[src/rtl/core/brf_pkg.sv]
// ----------------------------------------------------------------------------
// brf_pkg
// Shared types, constants and the key table for the byte ring FIFO.
// ----------------------------------------------------------------------------
`default_nettype none

package brf_pkg;

  localparam int DEPTH = 256;
  localparam int PTR_W = $clog2(DEPTH);
  localparam int LEN_W = PTR_W + 1;
  localparam int BYTE_W = 8;
  localparam int CFG_W = LEN_W;

  localparam int KEY_LEN = 11;
  localparam int LAST_KEY_INDEX = 10;
  localparam int FULL_MATCH = 12;
  localparam int KCNT_W = 4;

  // dividend width of the count unit (wrap of the pointer difference)
  localparam int DIV_W = 32;
  localparam int STEP_W = $clog2(DIV_W);

  typedef enum logic [1:0] {
    KIND_PUSH  = 2'd0,
    KIND_POP   = 2'd1,
    KIND_FLUSH = 2'd2
  } kind_t;

  localparam logic CFG_USED_LENGTH = 1'b0;
  localparam logic CFG_BOOT_ID     = 1'b1;

  typedef struct packed {
    logic             valid;
    logic [PTR_W-1:0] wp;
    logic [PTR_W-1:0] rp;
    logic [LEN_W-1:0] len;
  } cnt_req_t;

  typedef struct packed {
    logic             done;
    logic [PTR_W-1:0] count;
  } cnt_resp_t;

  // key "PC 5A5AA5A5"
  function automatic logic [BYTE_W-1:0] key_char(input logic [KCNT_W-1:0] idx);
    logic [BYTE_W-1:0] c;
    case (idx)
      4'd0:    c = 8'h50;
      4'd1:    c = 8'h43;
      4'd2:    c = 8'h20;
      4'd3:    c = 8'h35;
      4'd4:    c = 8'h41;
      4'd5:    c = 8'h35;
      4'd6:    c = 8'h41;
      4'd7:    c = 8'h41;
      4'd8:    c = 8'h35;
      4'd9:    c = 8'h41;
      4'd10:   c = 8'h35;
      default: c = 8'h00;
    endcase
    return c;
  endfunction

endpackage

`default_nettype wire

[src/rtl/core/byte_ring_fifo_with_key_detect.sv]
// ----------------------------------------------------------------------------
// byte_ring_fifo_with_key_detect
// Byte ring FIFO with programmable ring length and a boot key detector.
// ----------------------------------------------------------------------------
// Sequence: accept in idle; a pop that returns a byte reads the RAM (S_RD),
//   then every item requests a count (S_REQ) and waits for it (S_WAIT). The
//   count unit runs a bit-serial remainder by the ring length when
//   wp + len - rp is 2*len or more or negative, else it takes a fast path.
// Throughput: one item at a time; busy is low again in the cycle out_valid
//   is shown. The receiver cannot stall.
// Reset (rst_n, synchronous): pointers, key counters and control cleared,
//   length 256, boot id 0. Ring RAM contents are not cleared.
// ----------------------------------------------------------------------------
`default_nettype none

module byte_ring_fifo_with_key_detect (
  input  wire logic                          clk,
  input  wire logic                          rst_n,
  // item command
  input  wire logic                          start,
  output logic                               busy,
  input  wire logic [1:0]                    in_kind,
  input  wire logic [brf_pkg::BYTE_W-1:0]    in_data_in,
  // result
  output logic                               out_valid,
  output logic [brf_pkg::BYTE_W-1:0]         out_data_out,
  output logic                               out_ok,
  output logic [brf_pkg::PTR_W-1:0]          out_available,
  output logic                               out_boot_request,
  // configuration
  input  wire logic                          cfg_we,
  input  wire logic                          cfg_idx,
  input  wire logic [brf_pkg::CFG_W-1:0]     cfg_wdata
);
  import brf_pkg::*;

  typedef enum logic [1:0] {
    S_IDLE,
    S_RD,
    S_REQ,
    S_WAIT
  } state_t;

  state_t state_r;

  // config registers
  logic [LEN_W-1:0]  used_len_r;
  logic [BYTE_W-1:0] boot_id_r;
  logic [LEN_W-1:0]  len;

  // ring pointers
  logic [PTR_W-1:0]  wp_r;
  logic [PTR_W-1:0]  rp_r;
  logic [PTR_W-1:0]  wp_adv;
  logic [PTR_W-1:0]  rp_adv;

  // result registers
  logic              out_valid_r;
  logic [BYTE_W-1:0] data_out_r;
  logic              ok_r;
  logic [PTR_W-1:0]  avail_r;
  logic              boot_r;

  // RAM / detector / count unit hookup
  logic              ram_we;
  logic              ram_re;
  logic [BYTE_W-1:0] ram_rdata;
  logic              accept;
  logic              det_hit;
  cnt_req_t          cnt_req;
  cnt_resp_t         cnt_resp;

  // advance with wrap at the ring length; a pointer left beyond a
  // shortened length also wraps to zero
  function automatic logic [PTR_W-1:0] advance(input logic [PTR_W-1:0] p,
                                               input logic [LEN_W-1:0] l);
    logic [LEN_W-1:0] n;
    n = LEN_W'(p) + 1'b1;
    return (n >= l) ? '0 : n[PTR_W-1:0];
  endfunction

  // effective length, clamped to 2..DEPTH
  always_comb begin
    if (used_len_r < LEN_W'(2)) begin
      len = LEN_W'(2);
    end else if (used_len_r > LEN_W'(DEPTH)) begin
      len = LEN_W'(DEPTH);
    end else begin
      len = used_len_r;
    end
  end

  assign wp_adv = advance(wp_r, len);
  assign rp_adv = advance(rp_r, len);
  assign accept = start && (state_r == S_IDLE);
  assign busy   = (state_r != S_IDLE);

  // push writes the slot under wp when the ring is not full
  assign ram_we = accept && (in_kind == KIND_PUSH) && (wp_adv != rp_r);
  // pop reads the slot under rp when the ring is not empty
  assign ram_re = accept && (in_kind == KIND_POP) && (rp_r != wp_r);

  brf_ram #(
    .AW (PTR_W),
    .DW (BYTE_W)
  ) u_ram (
    .clk   (clk),
    .we    (ram_we),
    .waddr (wp_r),
    .wdata (in_data_in),
    .re    (ram_re),
    .raddr (rp_r),
    .rdata (ram_rdata)
  );

  brf_key_det u_det (
    .clk     (clk),
    .rst_n   (rst_n),
    .en      (state_r == S_RD),
    .byte_in (ram_rdata),
    .boot_id (boot_id_r),
    .hit     (det_hit)
  );

  // count is taken from the pointers after the operation
  assign cnt_req.valid = (state_r == S_REQ);
  assign cnt_req.wp    = wp_r;
  assign cnt_req.rp    = rp_r;
  assign cnt_req.len   = len;

  brf_cnt u_cnt (
    .clk  (clk),
    .rst_n(rst_n),
    .req  (cnt_req),
    .resp (cnt_resp)
  );

  // configuration writes
  always_ff @(posedge clk) begin
    if (!rst_n) begin
      used_len_r <= LEN_W'(DEPTH);
      boot_id_r  <= '0;
    end else if (cfg_we) begin
      case (cfg_idx)
        CFG_USED_LENGTH: used_len_r <= cfg_wdata;
        CFG_BOOT_ID:     boot_id_r  <= cfg_wdata[BYTE_W-1:0];
        default:         used_len_r <= used_len_r;
      endcase
    end
  end

  // sequencer: accept, optional RAM read, count, then one-cycle result strobe
  always_ff @(posedge clk) begin
    if (!rst_n) begin
      state_r     <= S_IDLE;
      wp_r        <= '0;
      rp_r        <= '0;
      out_valid_r <= 1'b0;
      ok_r        <= 1'b0;
      boot_r      <= 1'b0;
    end else begin
      out_valid_r <= 1'b0;
      case (state_r)
        S_IDLE: begin
          if (start) begin
            data_out_r <= '0;
            boot_r     <= 1'b0;
            ok_r       <= 1'b0;
            state_r    <= S_REQ;
            case (kind_t'(in_kind))
              KIND_PUSH: begin
                if (wp_adv != rp_r) begin
                  wp_r <= wp_adv;
                  ok_r <= 1'b1;
                end
              end
              KIND_POP: begin
                if (rp_r != wp_r) begin
                  state_r <= S_RD;
                end
              end
              KIND_FLUSH: begin
                wp_r <= '0;
                rp_r <= '0;
                ok_r <= 1'b1;
              end
              default: ok_r <= 1'b0;
            endcase
          end
        end
        S_RD: begin
          // read data is here; detector steps on the same edge
          data_out_r <= ram_rdata;
          ok_r       <= 1'b1;
          boot_r     <= det_hit;
          rp_r       <= rp_adv;
          state_r    <= S_REQ;
        end
        S_REQ: begin
          state_r <= S_WAIT;
        end
        S_WAIT: begin
          if (cnt_resp.done) begin
            avail_r     <= cnt_resp.count;
            out_valid_r <= 1'b1;
            state_r     <= S_IDLE;
          end
        end
        default: state_r <= S_IDLE;
      endcase
    end
  end

  assign out_valid        = out_valid_r;
  assign out_data_out     = data_out_r;
  assign out_ok           = ok_r;
  assign out_available    = avail_r;
  assign out_boot_request = boot_r;

endmodule

`default_nettype wire

[src/rtl/core/brf_ram.sv]
// ----------------------------------------------------------------------------
// brf_ram
// Simple dual-port RAM, one write and one registered read port.
// ----------------------------------------------------------------------------
`default_nettype none

module brf_ram #(
  parameter int AW = 8,
  parameter int DW = 8
) (
  input  wire logic          clk,
  input  wire logic          we,
  input  wire logic [AW-1:0] waddr,
  input  wire logic [DW-1:0] wdata,
  input  wire logic          re,
  input  wire logic [AW-1:0] raddr,
  output logic      [DW-1:0] rdata
);

  logic [DW-1:0] mem [2**AW];
  logic [DW-1:0] rdata_r;

  always_ff @(posedge clk) begin
    if (we) begin
      mem[waddr] <= wdata;
    end
    if (re) begin
      rdata_r <= mem[raddr];
    end
  end

  assign rdata = rdata_r;

endmodule

`default_nettype wire

[src/rtl/core/brf_key_det.sv]
// ----------------------------------------------------------------------------
// brf_key_det
// Key plus boot identity detector on the stream of popped bytes.
// ----------------------------------------------------------------------------
`default_nettype none

module brf_key_det (
  input  wire logic                  clk,
  input  wire logic                  rst_n,
  input  wire logic                  en,
  input  wire logic [brf_pkg::BYTE_W-1:0] byte_in,
  input  wire logic [brf_pkg::BYTE_W-1:0] boot_id,
  output logic                       hit
);
  import brf_pkg::*;

  logic [KCNT_W-1:0] kpos_r, kpos_nxt;
  logic [KCNT_W-1:0] mcnt_r, mcnt_nxt;

  always_comb begin
    kpos_nxt = kpos_r;
    mcnt_nxt = mcnt_r;
    hit      = 1'b0;
    if (mcnt_r <= KCNT_W'(LAST_KEY_INDEX)) begin
      if (kpos_r < KCNT_W'(KEY_LEN) && key_char(kpos_r) == byte_in) begin
        kpos_nxt = kpos_r + 1'b1;
        mcnt_nxt = mcnt_r + 1'b1;
      end else begin
        kpos_nxt = '0;
        mcnt_nxt = '0;
      end
    end else if (byte_in == boot_id) begin
      mcnt_nxt = mcnt_r + 1'b1;
    end else begin
      kpos_nxt = '0;
      mcnt_nxt = '0;
    end
    if (mcnt_nxt >= KCNT_W'(FULL_MATCH)) begin
      hit      = 1'b1;
      kpos_nxt = '0;
      mcnt_nxt = '0;
    end
  end

  always_ff @(posedge clk) begin
    if (!rst_n) begin
      kpos_r <= '0;
      mcnt_r <= '0;
    end else if (en) begin
      kpos_r <= kpos_nxt;
      mcnt_r <= mcnt_nxt;
    end
  end

endmodule

`default_nettype wire

[src/rtl/core/brf_cnt.sv]
// ----------------------------------------------------------------------------
// brf_cnt
// Byte count: (wp + len - rp) mod len, with 32-bit wrap of the difference.
// A fast path for in-range pointers, otherwise a bit-serial restoring divider.
// ----------------------------------------------------------------------------
`default_nettype none

module brf_cnt (
  input  wire logic               clk,
  input  wire logic               rst_n,
  input  wire brf_pkg::cnt_req_t  req,
  output brf_pkg::cnt_resp_t      resp
);
  import brf_pkg::*;

  localparam int S_W = LEN_W + 2;

  logic [S_W-1:0]    diff;
  logic              neg;
  logic              fast;
  logic [S_W-1:0]    fast_sub;
  logic [PTR_W-1:0]  fast_res;

  logic              active_r;
  logic              done_r;
  logic [PTR_W-1:0]  count_r;
  logic [DIV_W-1:0]  dvd_r;
  logic [PTR_W-1:0]  rem_r;
  logic [LEN_W-1:0]  len_r;
  logic [STEP_W-1:0] step_r;

  logic [LEN_W-1:0]  trial;
  logic [PTR_W-1:0]  rem_nxt;

  assign diff = S_W'(req.wp) + S_W'(req.len) - S_W'(req.rp);
  assign neg  = diff[S_W-1];
  assign fast = !neg && (diff < {1'b0, req.len, 1'b0});
  assign fast_sub = diff - S_W'(req.len);
  assign fast_res = (diff >= S_W'(req.len)) ? fast_sub[PTR_W-1:0] : diff[PTR_W-1:0];

  // one quotient bit per cycle; remainder stays below len
  assign trial   = {rem_r, dvd_r[DIV_W-1]};
  assign rem_nxt = (trial >= len_r) ? PTR_W'(trial - len_r) : trial[PTR_W-1:0];

  always_ff @(posedge clk) begin
    if (!rst_n) begin
      active_r <= 1'b0;
      done_r   <= 1'b0;
    end else begin
      done_r <= 1'b0;
      if (req.valid) begin
        len_r <= req.len;
        rem_r <= '0;
        if (fast) begin
          count_r <= fast_res;
          done_r  <= 1'b1;
        end else begin
          active_r <= 1'b1;
          if (neg) begin
            dvd_r  <= {{(DIV_W-S_W){diff[S_W-1]}}, diff};
            step_r <= STEP_W'(DIV_W - 1);
          end else begin
            dvd_r  <= {diff, {(DIV_W-S_W){1'b0}}};
            step_r <= STEP_W'(S_W - 1);
          end
        end
      end else if (active_r) begin
        rem_r  <= rem_nxt;
        dvd_r  <= {dvd_r[DIV_W-2:0], 1'b0};
        step_r <= step_r - 1'b1;
        if (step_r == '0) begin
          active_r <= 1'b0;
          done_r   <= 1'b1;
          count_r  <= rem_nxt;
        end
      end
    end
  end

  assign resp.done  = done_r;
  assign resp.count = count_r;

endmodule

`default_nettype wire
[config.mk]
export PLATFORM = sky130hd
export DESIGN_NAME = byte_ring_fifo_with_key_detect
export DESIGN_NICKNAME = d
export VERILOG_FILES = /design/src/rtl/core/brf_pkg.sv /design/src/rtl/core/byte_ring_fifo_with_key_detect.sv /design/src/rtl/core/brf_ram.sv /design/src/rtl/core/brf_key_det.sv /design/src/rtl/core/brf_cnt.sv
export SDC_FILE = /design/constraint.sdc
export NUM_CORES = 2
export LEC_CHECK = 0
export ABC_CLOCK_PERIOD_IN_PS = 6300
export BUFFER_PORTS_ARGS = -buffer_cell sky130_fd_sc_hd__buf_2
export CAP_MARGIN = 15
export CORE_MARGIN = 1.5
export CORE_UTILIZATION = 40
export DETAILED_ROUTE_END_ITERATION = 10
export HOLD_SLACK_MARGIN = 0.15
export SYNTH_ARGS = -nofsm -noshare
export SYNTH_HDL_FRONTEND = slang
export SYNTH_SLANG_ARGS = --single-unit
export TNS_END_PERCENT = 1
[constraint.sdc]
create_clock -name clk -period 6.3 [get_ports clk]
set_input_delay 0.945 -clock clk [delete_from_list [all_inputs] [get_ports clk]]
set_output_delay 0.945 -clock clk [all_outputs]
set_load 0.02 [all_outputs]
## After elaboration in Yosys (flattened, before gate mapping)

Memory sizes are Yosys's and may differ from the RTL's. A register that Yosys moved wholly into a read port is not among the register bits.
Index checks and enable logic that the tools add are counted.

- Add/subtract/negate cells: 9
- Order comparisons: 10
- Equality and inequality tests: 16
- Multiplexer cells: 60
- Bitwise logic cells: 1
- Reduce and logical (&&, ||, !) cells: 30

Operators with widths:

| kind | count |
|---|---|
| $mux W32 | 4 |
| $mux W8 | 14 |
| $pmux W8 S2 | 3 |
| $mux W4 | 10 |
| $ge A9 B9 Y1 | 3 |
| $mux W5 | 4 |
| $add A8 B1 Y9 const B | 2 |
| $mux W9 | 2 |
| $eq A8 B8 Y1 | 2 |
| $ne A8 B8 Y1 | 2 |
| $reduce_and A2 Y1 | 8 |
| $sub A8 B8 Y8 | 2 |
| $mux W1 | 15 |
| $reduce_and A3 Y1 | 4 |
| $ge A11 B9 Y1 | 1 |
| $lt A11 B10 Y1 | 1 |
| $sub A10 B8 Y11 | 1 |
| $add A8 B9 Y10 | 1 |
| $reduce_bool A2 Y1 | 5 |
| $gt A9 B9 Y1 const B | 1 |
| $lt A9 B2 Y1 const B | 1 |
| $add A4 B1 Y4 const B | 2 |
| $mux W2 | 4 |
| $ne A2 B1 Y1 const B | 4 |
| other kinds (16) | 30 |

- Flip-flop bits (word level): 126
- Bits in writable memories: 2048
- Bits in read-only memories: 96
- Bits of input ports: 24
- Output and inout port bits: 20
- Word-level logic and storage cells: 147
- Memories: 2

Memory list:

| memory | words | bits a word | rd ports | clocked after Yosys merged registers in | write ports | RTL line | source |
|---|---|---|---|---|---|---|---|
| u_ram.mem | 256 | 8 | 1 | 1 | 1 | brf_ram.sv:20 | `logic [DW-1:0] mem [2**AW];` |
| (no name shown) | 16 | 6 | 1 | 1 | 0 | brf_pkg.sv:48 | `case (idx)` |

## Longest topological paths before layout

- Word-level depth: 11
- Depth in mapped cells: 19

## Modules after synthesis

Synthesis repeated with hierarchy kept, for this count alone.

- Cells, all modules: 4642
- Area total of the unflattened synthesis: 88225.9 µm²

By module, submodules not included:

| module | times used | cells each | area an instance (µm²) |
|---|---|---|---|
| brf_ram | 1 | 3733 | 79636.4 |
| brf_cnt | 1 | 420 | 4362.9 |
| byte_ring_fifo_with_key_detect | 1 | 375 | 3179.3 |
| brf_key_det | 1 | 114 | 1047.3 |

## Least setup slack after synthesis

Ideal clock, no wire load.

- Kind: register to register
- From: register used_len_r[4]
- To: register u_cnt.dvd_r[0] (enable)
- Library setup time: 398 ps
- Data arrival time: 4661 ps
- Data required time: 5902 ps
- Slack: 1241 ps
- Cell stages (with the launch flop): 19
- Buffers on the path: 0
- Path through: dfxtp_1 > nor4_1 > nand2_1 > a21o_1 > fa_1 > inv_1 > ha_1 > a21o_1 > a21oi_1 > o211ai_1 > a21o_1 > a21oi_1 > o21bai_1 > a21oi_1 > ha_1 > xor2_1 > o21ai_0 > o21ai_0 > and2_1

- Word-level cells in the longest chain between the ends: 9
- Elaborated cells on any way between the ends: 11
- Those cells by class: add/sub (2); order compare (3); eq/ne (1); mux (2); reduce/logical (3)

RTL lines:

| what | RTL line | source |
|---|---|---|
| start, declared | byte_ring_fifo_with_key_detect.sv:47 | `logic [LEN_W-1:0] used_len_r;` |
| start signal, assigned | byte_ring_fifo_with_key_detect.sv:141 | `used_len_r <= LEN_W'(DEPTH);` |
| start signal, assigned | byte_ring_fifo_with_key_detect.sv:145 | `CFG_USED_LENGTH: used_len_r <= cfg_wdata;` |
| start signal, assigned | byte_ring_fifo_with_key_detect.sv:147 | `default: used_len_r <= used_len_r;` |
| $gt A9 B9 Y1 | byte_ring_fifo_with_key_detect.sv:86 | `end else if (used_len_r > LEN_W'(DEPTH)) begin` |
| $mux W9 | byte_ring_fifo_with_key_detect.sv:86 |  |
| $mux W9 (*) | byte_ring_fifo_with_key_detect.sv:84 | `if (used_len_r < LEN_W'(2)) begin` |
| $add A8 B9 Y10 | brf_cnt.sv:35 | `assign diff = S_W'(req.wp) + S_W'(req.len) - S_W'(req.rp);` |
| $sub A10 B8 Y11 | brf_cnt.sv:35 |  |
| $lt A11 B10 Y1 or $logic_not A1 Y1 (tied branches) | brf_cnt.sv:37 | `assign fast = !neg && (diff < {1'b0, req.len, 1'b0});` |
| $logic_and A1 B1 Y1 (*) | brf_cnt.sv:37 |  |
| $ne A2 B2 Y1 (no source line) (*) | n/a |  |
| $reduce_and A3 Y1 (no source line) (*) | n/a |  |
| end signal, assigned | brf_cnt.sv:60 | `dvd_r <= {{(DIV_W-S_W){diff[S_W-1]}}, diff};` |
| end signal, assigned | brf_cnt.sv:63 | `dvd_r <= {diff, {(DIV_W-S_W){1'b0}}};` |
| end signal, assigned | brf_cnt.sv:69 | `dvd_r <= {dvd_r[DIV_W-2:0], 1'b0};` |
| end, declared | brf_cnt.sv:27 | `logic [DIV_W-1:0] dvd_r;` |

Every way passes the cells marked *; elsewhere a longest branch is shown, timed or not.
A chain may end at the register's enable or synchronous reset.

## Final worst setup path

- From: register wp_r[0]
- To: memory u_ram.mem[229][2] (enable)

- Word-level cells in the longest chain between the ends: 7

RTL lines:

| what | RTL line | source |
|---|---|---|
| start, declared | byte_ring_fifo_with_key_detect.sv:52 | `logic [PTR_W-1:0] wp_r;` |
| start signal, assigned | byte_ring_fifo_with_key_detect.sv:173 | `wp_r <= wp_adv;` |
| $add A8 B1 Y9 | byte_ring_fifo_with_key_detect.sv:78 | `n = LEN_W'(p) + 1'b1;` |
| $ge A9 B9 Y1 | byte_ring_fifo_with_key_detect.sv:79 | `return (n >= l) ? '0 : n[PTR_W-1:0];` |
| $mux W8 | byte_ring_fifo_with_key_detect.sv:79 |  |
| $ne A8 B8 Y1 | byte_ring_fifo_with_key_detect.sv:99 | `assign ram_we = accept && (in_kind == KIND_PUSH) && (wp_adv != rp_r);` |
| $logic_and A1 B1 Y1 | byte_ring_fifo_with_key_detect.sv:99 |  |
| $mux W1 | brf_ram.sv:24 | `if (we) begin` |
| $mux W1 (not written as such) | brf_ram.sv:25 | `mem[waddr] <= wdata;` |
| end, declared | brf_ram.sv:20 |  |

Parallel ways exist; a longest one is shown, timed or not.

==> flow_summary.ini <==
[clocking]
cts_root_buffer = clkbuf_16
clkSinkCount = 2188
insertion_delay_ns = 0.85
clk_pin_slew_ns = 0.06
cts_tree = done
cts_made_buffers = 213
htreeDepth = 4
post_cts_resized = 0
clock_path_buffers = 3
hold_buffers = 0
cts_setup_buffers = 0

[placed_design]
port_buffers = 43
place_area_mm2 = 0.09144
numPlacedInstances = 6951
hpwl_um = 122400
gp_congestion = 0.8185

[routing]
first_pass_iters = 5
drc = 0
drtIter0Drc = 4744
routed-via-count = 41860
routedWlPerCell_um = 28.64
viasPerCell = 5.700
drt-total-wl_um = 210400
antenna_left = 0

[worst_setup_path]
cp-end-kind = register
crit_path_start_kind = register
worstPathArrival_ns = 5.80
cp_max_fo = 16
critical_path_required_ns = 6.75
path_class = register to register

[grt]
antenna_found_initial = 6
grt_pass1_vias = 42390
grt_use_total_pct = 18.87
grt_overflow = 0
grt_pass1_wl_um = 305600
grt_start_max_net_pins = 197

[die]
start_util_pct = 40.26
die_h_um = 470.8
row_count = 171
boundaryPins = 44
die_w_um = 470.8
die_area_mm2 = 0.2216
core_area_mm2 = 0.2174

[timing]
rsz0062_at_grt = no
worstMarginPinSlew_ns = 1.154
final_max_slew_viol_count = 0
period_share_pct = 84.94
max_freq_ghz = 0.1869
final_hold_viol_count = 0
finalSetupViolCount = 0
post-route-min-period_ns = 5.351
tns_ns = 0
clock_skew_ns = 0.02939
slew_headroom_pct = 23.04

[power]
p_leak_nw = 29.66
powerDensity_mw_per_mm2 = 313.2
fin_total_pwr_mw = 30.77
peakVddDrop_mv = 0.2633

[finish]
drive_gt1_share_pct = 25.45
fin_area_mm2 = 0.09825
final_util_pct = 45.20
n_fill_cell = 18210
nets = 4422
instances_no_fill = 7344
area_growth_pct = 12.25

[run]
drv_cap = 0

[synthesis]
ys_top_cells_by_count = edfxtp_1 (2134), mux4_2 (640), nor2_1 (313)
synth_area_mm2 = 0.08752
ys_warn_count = 0
async_flop_share_pct = 0
synth_edf_count = 2134
ys_ff_latch = 2188
yosys.area.top_type = edfxtp_1
synth_cell_types = 70
synthTopCellsByArea = edfxtp_1 (73%), mux4_2 (16%), nor2_1 (1.3%)
seq_area_frac_synth_pct = 74.45
postSynthAreaPerCell_um2 = 21.00
synth_ff_type = edfxtp_1
synth_nets = 4276
synthCells = 4167
synth.most_common_cell = edfxtp_1
netlist.area_leader.share_pct = 73.22

[min_path]
hold_class = input port to register

[run_status]
status = complete, no violations
==> report_power, final <==
| part | switching, mW | internal (mW) | total, mW |
|---|---|---|---|
| registers | 0.0756 | 16.2 | 16.3 |
| clock network | 5.42 | 7.12 | 12.5 |
| logic | 1.20 | 0.732 | 1.94 |
==> logic make-up after synthesis <==
group | Yosys count | share of synthesized area (%)
adders and majority gates | 85 | 1.301
DFF | 2188 | 74.45
muxes | 661 | 16.71
buffers and inverters | 313 | 1.690
and+or+nand+nor | 579 | 2.996
AOI/OAI and AO/OA | 280 | 2.220
xor gates and xnor gates | 61 | 0.6262
==> final cells by class <==
type	instances	area [µm²]	area share [%]
multi-input cells	1666	20940	21.32
well taps	2854	3571	3.635
repair buffers	166	1459	1.485
diodes	2	5.005	0.005094
clock buffers	269	5614	5.714
flip-flops and latches	2188	65180	66.34
clock inverters	121	1182	1.203
inverters	78	294.0	0.2993
==> registers in the layout, summed over array words and instances (netlist names), 9 cells and up, named ones only <==
register,cells
u_cnt.dvd_r,32
u_ram.mem,2048
u_cnt.len_r,9
used_len_r,9
==> layout by cell type, fill, tap and decap left out, drive strengths merged, types with 10 or more instances in the layout <==
cell type	n
o21ai	46
nor2b	14
bufinv	20
inv	83
buf	166
a21oi	61
nand4	12
mux4	640
dfxtp	54
nor2	313
edfxtp	2134
clkbuf	269
a22o	19
nand3	47
and2	14
a22oi	42
clkinv	89
nand2	108
ha	75
nor3	25
xnor2	51
fa	10
a221oi	17
nand2b	10
a21o	23
mux2i	19
==> per-stage QoR <==
step	setup WS, ns	hold slack, ns
after floorplan	1.241	0.4003
after global placement	1.056	0.4309
after detailed placement	0.9679	0.4220
after CTS	0.9857	0.3146
after global routing	0.6911	0.3420
final	0.9488	0.3812
==> per-layer routing <==
metal,share of wire (%),vias to the layer above,track usage [%]
met5,0,-,0
met4,2.2,0,4.584
met3,6.8,272,3.037
met2,48,1553,30.05
met1,43,22480,27.27
li1,-,17550,-
==> worst max-delay path, stage by stage (launching register included) <==
cell and delay (ns):
dfxtp_1 0.54, ha_1 0.23, buf_4 0.20, nand3_2 0.11, xnor2_1 0.31, ha_1 0.30
a211oi_1 0.19, o21ai_0 0.13, a21oi_1 0.50, o21ai_0 0.18, a22o_1 0.32, a31oi_4 0.50
buf_4 0.27, nand3_4 0.07, buf_4 0.36, nor2_1 0.71
==> final timing paths <==
| kind | slack (ns) | start | to | depth (start not counted) |
|---|---|---|---|---|
| worst max-delay path | 0.95 | wp_r[0]$_SDFFE_PN0P_ | u_ram.mem[229][2]$_DFFE_PP_ | 15 |
| worst min-delay path | 0.38 | cfg_wdata[3] | used_len_r[3]$_SDFFE_PN0P_ | 3 |
| worst max register to register | 0.95 | wp_r[0]$_SDFFE_PN0P_ | u_ram.mem[229][2]$_DFFE_PP_ | 15 |
| worst min register to register | 0.44 | u_cnt.count_r[6]$_DFFE_PP_ | out_available[6]$_DFFE_PP_ | 0 |
(Power assumes the default switching activity.)
